==> src/hw/rtl/sht_pkg.sv <==
// Shared types and constants for the smoothed hysteresis thermostat.
// No dependencies; used by the top level and sht_avg in hw/rtl.
package sht_pkg;

    localparam int DATA_W    = 12;
    localparam int CFG_IDX_W = 2;

    typedef logic signed [DATA_W-1:0] temp_t;

    // 1/16 degree units: 60, 50 and 65 degrees
    localparam temp_t RESET_TEMP = temp_t'(960);
    localparam temp_t LOW_RESET  = temp_t'(800);
    localparam temp_t HIGH_RESET = temp_t'(1040);

    localparam int TEMP_MAX = 2047;
    localparam int TEMP_MIN = -2048;

    localparam logic MODE_ADD  = 1'b0;
    localparam logic MODE_FILL = 1'b1;

    localparam logic [CFG_IDX_W-1:0] CFG_LOW_BOUND  = 2'd0;
    localparam logic [CFG_IDX_W-1:0] CFG_HIGH_BOUND = 2'd1;

endpackage

==> src/hw/rtl/smoothed_hysteresis_thermostat.sv <==
// Top level of the smoothed hysteresis thermostat.
// Depends on sht_pkg, sht_ram and sht_avg.

// One reading word is accepted every clock cycle while the output is empty or
// being taken; its result word appears on the output in the cycle after, and the
// output register holds it until taken while the next word may already be
// accepted once that slot frees. The cycle is set by the ring-sum update (one
// subtract and add on 12 + log2(WINDOW) bits), the shift and clamp, and the bound
// compare. The ring sits in a RAM whose registered read is aimed at the slot to
// be overwritten next, so the oldest sample is always on hand. A reset-smoothing
// word clears per-entry valid bits at once; an entry not written since then reads
// as the fill value. The user must write bounds on the cfg port only while idle;
// the block does not enforce it. Bounds apply only if low_bound < high_bound.
module smoothed_hysteresis_thermostat
    import sht_pkg::*;
#(
    parameter int WINDOW = 8
) (
    input  logic                 clk,
    input  logic                 rst_n,

    input  logic                 in_valid,
    output logic                 in_ready,
    input  logic                 mode,
    input  temp_t                reading,
    input  logic                 reading_valid,

    output logic                 out_valid,
    input  logic                 out_ready,
    output temp_t                latest_reading,
    output temp_t                average,
    output logic                 heating,
    output logic                 relay_changed,

    input  logic                 cfg_valid,
    output logic                 cfg_ready,
    input  logic [CFG_IDX_W-1:0] cfg_index,
    input  temp_t                cfg_data
);

    localparam int SUM_W  = DATA_W + $clog2(WINDOW);
    localparam int SLOT_W = $clog2(WINDOW);
    localparam logic signed [SUM_W-1:0] SUM_RESET = SUM_W'(960 * WINDOW);

    logic                    out_valid_reg;
    logic [SLOT_W-1:0]       write_slot_reg, write_slot_next;
    logic [WINDOW-1:0]       entry_valid_reg, entry_valid_next;
    temp_t                   fill_value_reg, fill_value_next;
    logic signed [SUM_W-1:0] ring_sum_reg, ring_sum_next;
    temp_t                   smoothed_reg, smoothed_next;
    temp_t                   last_reading_reg, last_reading_next;
    logic                    relay_on_reg, relay_on_next;
    logic                    relay_changed_reg;
    temp_t                   low_bound_reg, high_bound_reg;
    temp_t                   active_low_reg, active_high_reg;

    logic                    in_accept;
    logic                    do_add;
    logic                    do_fill;
    temp_t                   ram_rdata;
    temp_t                   oldest;
    logic signed [SUM_W-1:0] sum_add;
    logic signed [SUM_W-1:0] sum_fill;
    temp_t                   avg_add;
    temp_t                   cand_low, cand_high;

    assign in_ready  = !out_valid_reg || out_ready;
    assign in_accept = in_valid && in_ready;
    assign do_add    = in_accept && reading_valid && (mode == MODE_ADD);
    assign do_fill   = in_accept && reading_valid && (mode == MODE_FILL);

    sht_ram #(
        .WIDTH (DATA_W),
        .DEPTH (WINDOW)
    ) u_ring (
        .clk   (clk),
        .we    (do_add),
        .waddr (write_slot_reg),
        .wdata (reading),
        .raddr (write_slot_next),
        .rdata (ram_rdata)
    );

    // read data always tracks ram[write_slot_reg]; stale entries use the fill value
    assign oldest   = entry_valid_reg[write_slot_reg] ? ram_rdata : fill_value_reg;
    assign sum_add  = ring_sum_reg - SUM_W'(oldest) + SUM_W'(reading);
    assign sum_fill = SUM_W'(reading) * SUM_W'(WINDOW);

    sht_avg #(
        .WINDOW (WINDOW)
    ) u_avg (
        .sum     (sum_add),
        .average (avg_add)
    );

    always_comb
    begin
        write_slot_next   = write_slot_reg;
        entry_valid_next  = entry_valid_reg;
        fill_value_next   = fill_value_reg;
        ring_sum_next     = ring_sum_reg;
        smoothed_next     = smoothed_reg;
        last_reading_next = last_reading_reg;
        if (do_add)
        begin
            write_slot_next   = (write_slot_reg == SLOT_W'(WINDOW - 1)) ?
                                '0 : write_slot_reg + SLOT_W'(1);
            entry_valid_next[write_slot_reg] = 1'b1;
            ring_sum_next     = sum_add;
            smoothed_next     = avg_add;
            last_reading_next = reading;
        end
        else if (do_fill)
        begin
            entry_valid_next  = '0;
            fill_value_next   = reading;
            ring_sum_next     = sum_fill;
            smoothed_next     = reading;
            last_reading_next = reading;
        end

        relay_on_next = relay_on_reg;
        if (relay_on_reg)
        begin
            if (smoothed_next >= active_high_reg)
            begin
                relay_on_next = 1'b0;
            end
        end
        else if (smoothed_next <= active_low_reg)
        begin
            relay_on_next = 1'b1;
        end
    end

    always_ff @(posedge clk or negedge rst_n)
    begin
        if (!rst_n)
        begin
            out_valid_reg     <= 1'b0;
            write_slot_reg    <= '0;
            entry_valid_reg   <= '0;
            fill_value_reg    <= RESET_TEMP;
            ring_sum_reg      <= SUM_RESET;
            smoothed_reg      <= RESET_TEMP;
            last_reading_reg  <= RESET_TEMP;
            relay_on_reg      <= 1'b0;
            relay_changed_reg <= 1'b0;
        end
        else
        begin
            if (in_accept)
            begin
                out_valid_reg     <= 1'b1;
                write_slot_reg    <= write_slot_next;
                entry_valid_reg   <= entry_valid_next;
                fill_value_reg    <= fill_value_next;
                ring_sum_reg      <= ring_sum_next;
                smoothed_reg      <= smoothed_next;
                last_reading_reg  <= last_reading_next;
                relay_on_reg      <= relay_on_next;
                relay_changed_reg <= relay_on_next != relay_on_reg;
            end
            else if (out_ready)
            begin
                out_valid_reg <= 1'b0;
            end
        end
    end

    // bound registers; the active pair follows only an ordered pair
    assign cfg_ready = 1'b1;
    assign cand_low  = (cfg_index == CFG_LOW_BOUND)  ? cfg_data : low_bound_reg;
    assign cand_high = (cfg_index == CFG_HIGH_BOUND) ? cfg_data : high_bound_reg;

    always_ff @(posedge clk or negedge rst_n)
    begin
        if (!rst_n)
        begin
            low_bound_reg   <= LOW_RESET;
            high_bound_reg  <= HIGH_RESET;
            active_low_reg  <= LOW_RESET;
            active_high_reg <= HIGH_RESET;
        end
        else if (cfg_valid && (cfg_index == CFG_LOW_BOUND || cfg_index == CFG_HIGH_BOUND))
        begin
            low_bound_reg  <= cand_low;
            high_bound_reg <= cand_high;
            if (cand_low < cand_high)
            begin
                active_low_reg  <= cand_low;
                active_high_reg <= cand_high;
            end
        end
    end

    assign out_valid      = out_valid_reg;
    assign latest_reading = last_reading_reg;
    assign average        = smoothed_reg;
    assign heating        = relay_on_reg;
    assign relay_changed  = relay_changed_reg;

`ifndef ASSERT_OFF
    a_bounds_ordered: assert property (@(posedge clk) disable iff (!rst_n)
        active_low_reg < active_high_reg)
        else $error("active bounds not ordered");

    a_slot_in_range: assert property (@(posedge clk) disable iff (!rst_n)
        write_slot_reg <= SLOT_W'(WINDOW - 1))
        else $error("write slot past window");

    a_relay_flag: assert property (@(posedge clk) disable iff (!rst_n)
        !$stable(relay_on_reg) |-> relay_changed_reg)
        else $error("relay moved without changed flag");

    a_fill_clears: assert property (@(posedge clk) disable iff (!rst_n)
        do_fill |=> (entry_valid_reg == '0) && (ring_sum_reg == $past(sum_fill)))
        else $error("fill did not reset ring state");
`endif

endmodule

==> src/hw/rtl/sht_ram.sv <==
// Generic single-port-write, single-port-read RAM with registered read data.
// No dependencies.
module sht_ram #(
    parameter int WIDTH = 12,
    parameter int DEPTH = 8
) (
    input  logic                     clk,
    input  logic                     we,
    input  logic [$clog2(DEPTH)-1:0] waddr,
    input  logic [WIDTH-1:0]         wdata,
    input  logic [$clog2(DEPTH)-1:0] raddr,
    output logic [WIDTH-1:0]         rdata
);

    logic [WIDTH-1:0] mem [DEPTH];
    logic [WIDTH-1:0] rdata_reg;

    always_ff @(posedge clk)
    begin
        if (we)
        begin
            mem[waddr] <= wdata;
        end
        rdata_reg <= mem[raddr];
    end

    assign rdata = rdata_reg;

endmodule

==> src/hw/rtl/sht_avg.sv <==
// Moving average from the ring sum: arithmetic shift (floor) and clamp.
// Depends on sht_pkg.
module sht_avg
    import sht_pkg::*;
#(
    parameter int WINDOW = 8
) (
    input  logic signed [DATA_W+$clog2(WINDOW)-1:0] sum,
    output temp_t                                   average
);

    localparam int SUM_W = DATA_W + $clog2(WINDOW);
    localparam int SHIFT = $clog2(WINDOW + 1) - 1;
    localparam logic signed [SUM_W-1:0] AVG_MAX = SUM_W'(TEMP_MAX);
    localparam logic signed [SUM_W-1:0] AVG_MIN = SUM_W'(TEMP_MIN);

    logic signed [SUM_W-1:0] shifted;

    // clamp only bites when the window is not a power of two
    always_comb
    begin
        shifted = sum >>> SHIFT;
        if (shifted > AVG_MAX)
        begin
            average = temp_t'(TEMP_MAX);
        end
        else if (shifted < AVG_MIN)
        begin
            average = temp_t'(TEMP_MIN);
        end
        else
        begin
            average = shifted[DATA_W-1:0];
        end
    end

endmodule
==> config.mk <==
export PLATFORM = sky130hd
export DESIGN_NAME = smoothed_hysteresis_thermostat
export DESIGN_NICKNAME = d
export VERILOG_FILES = /design/src/hw/rtl/sht_pkg.sv /design/src/hw/rtl/smoothed_hysteresis_thermostat.sv /design/src/hw/rtl/sht_ram.sv /design/src/hw/rtl/sht_avg.sv
export SDC_FILE = /design/constraint.sdc
export NUM_CORES = 1
export LEC_CHECK = 0
export BUFFER_PORTS_ARGS = -buffer_cell sky130_fd_sc_hd__buf_2
export CORE_MARGIN = 2
export CORE_UTILIZATION = 35
export DETAILED_ROUTE_END_ITERATION = 12
export GPL_ROUTABILITY_DRIVEN = 1
export PLACE_DENSITY = 0.59
export SYNTH_ARGS = -nofsm -noshare
export SYNTH_HDL_FRONTEND = slang
export SYNTH_SLANG_ARGS = --single-unit
==> constraint.sdc <==
create_clock -name clk -period 13.07 [get_ports clk]
set_input_delay 1.9605 -clock clk [delete_from_list [all_inputs] [get_ports clk]]
set_output_delay 1.9605 -clock clk [all_outputs]
set_load 0.1 [all_outputs]
==> results_dict.tcl, run 1 <==
set metrics [dict create \
    fillers 2972 \
    drive_gt1_share_pct 20.49 \
    firstDrtPassIters 5 \
    vias 7283 \
    portBuffers 60 \
    cts_tree "done" \
    dieHeight_um 181.4 \
    total_power_uw 3461 \
    critPathRequiredTime_ps 13520 \
    rsz0062_at_grt "false" \
    hold_path_class "register to register" \
    hpwl_um 17620 \
    critPathMaxFanout 17 \
    period_minus_slack_ps 6228 \
    rows 64 \
    cts_made_buffers 25 \
    criticalPathCategory "register to register" \
    holdPathEnd "latest_reading[9]$_DFFE_PN1P_" \
    cpPeakStageDelay_ps 720 \
    synth-seq-cells 221 \
    grt_max_degree 59 \
    grt_pass1_wl_um 41680 \
    fmax_ghz 0.1606 \
    synth_warnings 0 \
    drv_slew 0 \
    final-hold-violation-count 0 \
    hold_start "latest_reading[9]$_DFFE_PN1P_" \
    routedWlPerCell_um 18.14 \
    fp.coreArea_um2 30750 \
    vias_per_cell 5.143 \
    grt_overflow_total 0 \
    largest_register_ffs 96 \
    yosysUniqueCellTypes 68 \
    gr-usage-all-layers_pct 15.95 \
    start_util_pct 35.82 \
    r2r-end "heating$_DFFE_PN0P_" \
    vdd_drop_max_uv 118.4 \
    clkSinkCount 221 \
    finalClockSkew_ps 8.325 \
    reg2reg_from "write_slot_reg[2]$_DFFE_PN0P_" \
    endpoint_kind "register" \
    drtAntennaViolNets 0 \
    antenna_found_initial 0 \
    syn_nets 1043 \
    powerDensity_nw_per_um2 274.1 \
    cts-htree-levels 1 \
    clk_pin_slew_worst_paths_ps 60 \
    leakagePower_uw 0.005445 \
    hold_buffers 0 \
    syn_area_um2 11010 \
    cts_root_buffer "clkbuf_16" \
    die_area_um2 32900 \
    async_reset_ff_share_pct 51.13 \
    setup_tns_ps 0 \
    crit_path_start_kind "register" \
    status "finished clean" \
    cp_data_arrival_time_ps 6670 \
    synth_top_cell_by_area "edfxtp_1" \
    routed_wl_um 25690 \
    holdPathStages 2 \
    worst_pin_slew_ps 1152 \
    first_iter_violations 316 \
    cap_violations 0 \
    n_antenna_cell 0 \
    synth_cells 943 \
    setup-violations-final 0 \
    finalCritPeriodShare_pct 47.65 \
    io_pins 62 \
    drc 0 \
    synth-main-ff-cell "edfxtp_1" \
    num-nets-final 1101 \
    reg2reg_depth 22 \
    grt_pass1_vias 7302 \
    cts_resized 0 \
    ys_top_cells_by_area "edfxtp_1 26%, dfrtp_1 20%, dfstp_2 6.2%, ha_1 6.0%, nand2_1 4.8%" \
    gp_congestion 0.9061 \
    final_core_util_pct 41.05 \
    syn_area_per_cell_um2 11.68 \
    synth_edf_count 96 \
    post_cts_buffers 0 \
    die_x_um 181.4 \
    area_growth_syn_to_layout_pct 14.62 \
    clk_latency_ps 530 \
    slowest_stage "dfrtp_1" \
    slew_headroom_pct 22.80 \
    worstPathCellList "mux2i_1 > mux4_2 > o21ai_1 > buf_4 > mux2_2 > ha_1 > inv_1 > ha_1 > fa_1 > a211oi_1 > o21ai_1 > a21oi_1 > xor2_1 > o21ai_0 > o21a_1 > ha_1 > and3_1 > nand3_1 > a211oi_1 > or4_1 > a311oi_1 > o21bai_1" \
    seq_area_frac_synth_pct 54.33 \
    r2r_slack_ps 6840 \
    cts_buffer_depth 3 \
    critPathMostFrequentCell "ha_1" \
    netlist.area_leader.share_pct 26.18 \
]
==> synthesized netlist by cell type, types with 9 or more instances <==
library cell / n
a221o_1: 11
a21o_1: 14
clkbuf_1: 24
inv_1: 40
a31oi_1: 10
mux2i_1: 42
a211o_1: 10
o21ai_0: 39
nand3_1: 16
a32o_1: 9
buf_2: 10
edfxtp_1: 96
mux2_4: 18
dfstp_2: 26
a21boi_0: 10
nor2_1: 56
ha_1: 53
o21a_1: 10
a21oi_1: 46
nand2_1: 140
nand4_1: 9
fa_1: 14
mux2_2: 33
dfxtp_1: 12
dfrtp_1: 87
==> area by class of cell <==
class                      instances  area (µm²)  area share (%)
clock buffer                      31       658.1           5.214
tap                              396       495.5           3.925
inverter                          44       170.2           1.348
timing repair buffer              75       415.4           3.291
clock inverter                    15       225.2           1.784
sequential                       221        5983           47.40
multi-input combinational        634        4676           37.04
==> metrics by stage <==
| stage | hold WS (ps) | cell area, µm² | setup WS, ps | cells |
|---|---|---|---|---|
| CTS | 459.0 | 12620 | 6843 | 1416 |
| detailed placement | 449.0 | 11740 | 6708 | 1370 |
| floorplan | 438.8 | 11010 | 7396 | 943 |
| global route | 473.6 | 12620 | 6417 | 1416 |
| finish | 455.1 | 12620 | 6842 | 1416 |
| global placement | 445.2 | 11740 | 6852 | 1370 |
==> layer usage <==
metal,track usage [%],up-vias,wire length [µm]
met4,3.545,0,509
met5,0,-,0
met2,27.11,112,12530
met1,21.16,3623,11580
li1,-,3510,-
met3,3.069,38,1070
==> placed cells by master, fill, tap and decap left out, types with 4 or more instances in the layout <==
cell type	n
nand2_1	140
edfxtp_1	96
dfrtp_1	87
buf_2	59
nor2_1	55
ha_1	53
a21oi_1	46
mux2i_1	41
inv_1	40
o21ai_0	39
mux2_2	33
dfstp_2	26
clkbuf_16	25
mux2_4	18
nand3_1	16
buf_4	16
a21o_1	14
fa_1	14
dfxtp_1	12
a221o_1	11
o21a_1	10
a31oi_1	10
a211o_1	10
a21boi_0	10
nand4_1	9
a32o_1	9
and3_1	7
nand2b_1	7
nor2b_1	6
a211oi_1	5
nor3_1	5
clkbuf_1	5
bufinv_16	5
o211ai_1	4
o21ai_1	4
xnor2_1	4
and2_1	4
or3_1	4
clkinv_2	4
==> kinds of logic after synthesis <==
group	after synthesis	synth area share, %
xor gates and xnor gates	8	0.7612
adders and majority gates	67	8.566
and+or+nand+nor	270	11.03
DFF	221	54.33
buffers and inverters	88	3.511
muxes	94	9.850
AOI/OAI and AO/OA	194	11.92
other	1	0.03405
==> where the power goes <==
part	total [µW]	switching [µW]	internal, µW
combinational	1710	1060	650
clock	744	284	460
sequential	1010	103	908
total	3460	1440	2020
==> worst max-delay path by stage <==
stage	from	to	slack (ps)	cells past startpoint
CTS	write_slot_reg[2]$_DFFE_PN0P_	heating$_DFFE_PN0P_	6840	22
finish	write_slot_reg[2]$_DFFE_PN0P_	heating$_DFFE_PN0P_	6840	22
global route	write_slot_reg[2]$_DFFE_PN0P_	heating$_DFFE_PN0P_	6420	22
detailed placement	reading[1]	heating$_DFFE_PN0P_	6710	16
floorplan	reading[1]	heating$_DFFE_PN0P_	7400	15
global placement	reading[1]	heating$_DFFE_PN0P_	6850	16
==> worst max-delay path, delay by kind of cell, from the launching register on <==
| kind | cells | cell delay (ps) |
|---|---|---|
| AO/OA/AOI/OAI | 9 | 2050 |
| multiplexers | 3 | 1000 |
| flip-flops | 1 | 720 |
| XOR/XNOR | 1 | 100 |
| buffers and inverters | 2 | 320 |
| adder cells (fa/ha/maj) | 4 | 1120 |
| AND/OR/NAND/NOR | 3 | 810 |
No activity file was read; power rests on OpenSTA's default activity.
==> run 2, diff against run 1 <==
==> constraint.sdc (replaced) <==
create_clock -name clk -period 6.2 [get_ports clk]
set_input_delay 0.93 -clock clk [delete_from_list [all_inputs] [get_ports clk]]
set_output_delay 0.93 -clock clk [all_outputs]
set_load 0.1 [all_outputs]
==> results_dict.tcl, run 2 (synthesis results as in run 1) <==
set metrics [dict create \
    reg2reg_from "write_slot_reg[1]$_DFFE_PN0P_" \
    clk_latency_ps 520 \
    drv_slew 0 \
    drc 0 \
    gp_congestion 0.8271 \
    start_util_pct 35.82 \
    status "finished clean" \
    cap_violations 0 \
    cts_resized 0 \
    largest_register_ffs 96 \
    grt_overflow_total 0 \
    finalCritPeriodShare_pct 91.79 \
    startpoint "write_slot_reg[1]$_DFFE_PN0P_" \
    vdd_drop_max_uv 283.1 \
    post_cts_buffers 0 \
    hold_buffers 0 \
    cts-htree-levels 1 \
    die_x_um 181.4 \
    slew_headroom_pct 16.05 \
    period_minus_slack_ps 5691 \
    vias_per_cell 5.132 \
    area_growth_syn_to_layout_pct 14.16 \
    io_pins 62 \
    fmax_ghz 0.1757 \
    rsz0062_at_grt "false" \
    cts_tree "done" \
    cp_data_arrival_time_ps 6130 \
    endpoint_kind "register" \
    hpwl_um 18320 \
    critPathRequiredTime_ps 6640 \
    rows 64 \
    critPathMaxFanout 11 \
    fp.coreArea_um2 30750 \
    dp_cells 1377 \
    crit_family "compound AO/OA/AOI/OAI gates" \
    powerDensity_nw_per_um2 570.5 \
    drive_gt1_share_pct 21.17 \
    cpPeakStageDelay_ps 600 \
    dieHeight_um 181.4 \
    num-nets-final 1107 \
    criticalPathCategory "register to register" \
    leakagePower_uw 0.005436 \
    worst_pin_slew_ps 1252 \
    cts_buffer_depth 3 \
    hold_start "fill_value_reg[7]$_DFFE_PN1P_" \
    crit_buf_inv 1 \
    grt_max_degree 64 \
    routed_wl_um 26310 \
    firstDrtPassIters 4 \
    portBuffers 60 \
    final_common_cell "nand2_1" \
    finalClockSkew_ps 15.26 \
    setup_tns_ps 0 \
    routedWlPerCell_um 18.52 \
    grt_pass1_wl_um 42050 \
    crit_path_start_kind "register" \
    final_cell_mix "140 x nand2_1, 96 x edfxtp_1, 87 x dfrtp_1" \
    postLayoutCellArea_um2 12570 \
    cts_made_buffers 24 \
    antenna_found_initial 0 \
    first_iter_violations 453 \
    n_antenna_cell 0 \
    cts_root_buffer "clkbuf_16" \
    placed_cell_area_um2 11800 \
    clk_pin_slew_worst_paths_ps 60 \
    gr-usage-all-layers_pct 16.17 \
    final-hold-violation-count 0 \
    drtAntennaViolNets 0 \
    final_cells 1421 \
    vias 7293 \
    setup-violations-final 0 \
    slowest_stage "mux4_2" \
    clkSinkCount 221 \
    grt_pass1_vias 7404 \
    hold_path_class "register to register" \
    worstPathCellList "mux4_2 > o21ai_4 > buf_4 > mux2i_1 > fa_1 > ha_1 > a21o_1 > a21oi_1 > a21oi_1 > nor3_1 > xnor2_1 > a221o_1 > ha_1 > and3_1 > nand3_1 > a211oi_1 > or4_1 > a311oi_1 > o21bai_1" \
    die_area_um2 32900 \
]
-- run 2: cell types whose count changed in the layout (fill, tap and decap cells not counted) --
cell        before  now
buf_4           16   23
clkbuf_16       25   24
clkbuf_8         1    2
clkinv_8         0    1
nor2b_1          6    5
clkinv_2         4    6
inv_16           1    0
clkinvlp_4       3    1
clkinv_1         1    0
o21ai_0         39   38
bufinv_16        5    1
clkinv_4         1    4
nor2b_2          0    1
o21ai_4          1    2
-- run 2: stage by stage --
stage	total power [µW]	utilization [%]	setup WS, ps	hold WS, ps
2_1_floorplan	4931	-	774.4	438.8
3_3_place_gp	5743	38.36	399.8	444.6
3_5_place_dp	5796	38.36	252.2	448.1
4_1_cts	7218	40.85	207.0	460.5
5_1_grt	7742	40.89	56.43	474.8
6_report	7173	40.89	508.8	459.0
-- run 2: final timing paths --
kind / endpoint / slack (ps) / cells past startpoint
setup / recovery: heating$_DFFE_PN0P_ / 510 / 19
hold / removal: fill_value_reg[7]$_DFFE_PN1P_ / 460 / 2
setup reg to reg: heating$_DFFE_PN0P_ / 510 / 19
hold reg to reg: fill_value_reg[7]$_DFFE_PN1P_ / 460 / 2
max in group asynchronous: entry_valid_reg[0]$_DFFE_PN0P_ / 4540 / 2
min in group asynchronous: low_bound_reg[0]$_DFFE_PN0P_ / 490 / 1
-- run 2: tightest hold or removal path: cells and delay by family (launching register included) --
| family | cells | cell delay, ps |
|---|---|---|
| flip-flops | 1 | 370 |
| AND/OR/NAND/NOR | 2 | 100 |
-- run 2: layout make-up --
type,count,area [µm²]
inverter,44,170.2
multi-input combinational,634,4690
clock buffer,31,646.9
fill,2937,18180
tap,396,495.5
timing repair buffer,82,467.9
clock inverter,13,118.9
sequential,221,5983
-- run 2: report_power, final --
group / switching [µW] / internal, µW / total, µW
clock: 593 / 787 / 1380
sequential: 197 / 1910 / 2110
combinational: 2280 / 1400 / 3680
total: 3070 / 4100 / 7170
-- run 2: per-layer routing --
layer	part of all wire (%)	track usage, %	routed length, µm
met1	45	21.21	11860
met2	48	27.80	12730
met3	4.3	2.868	1139
met4	2.2	3.967	577
met5	0	0	0
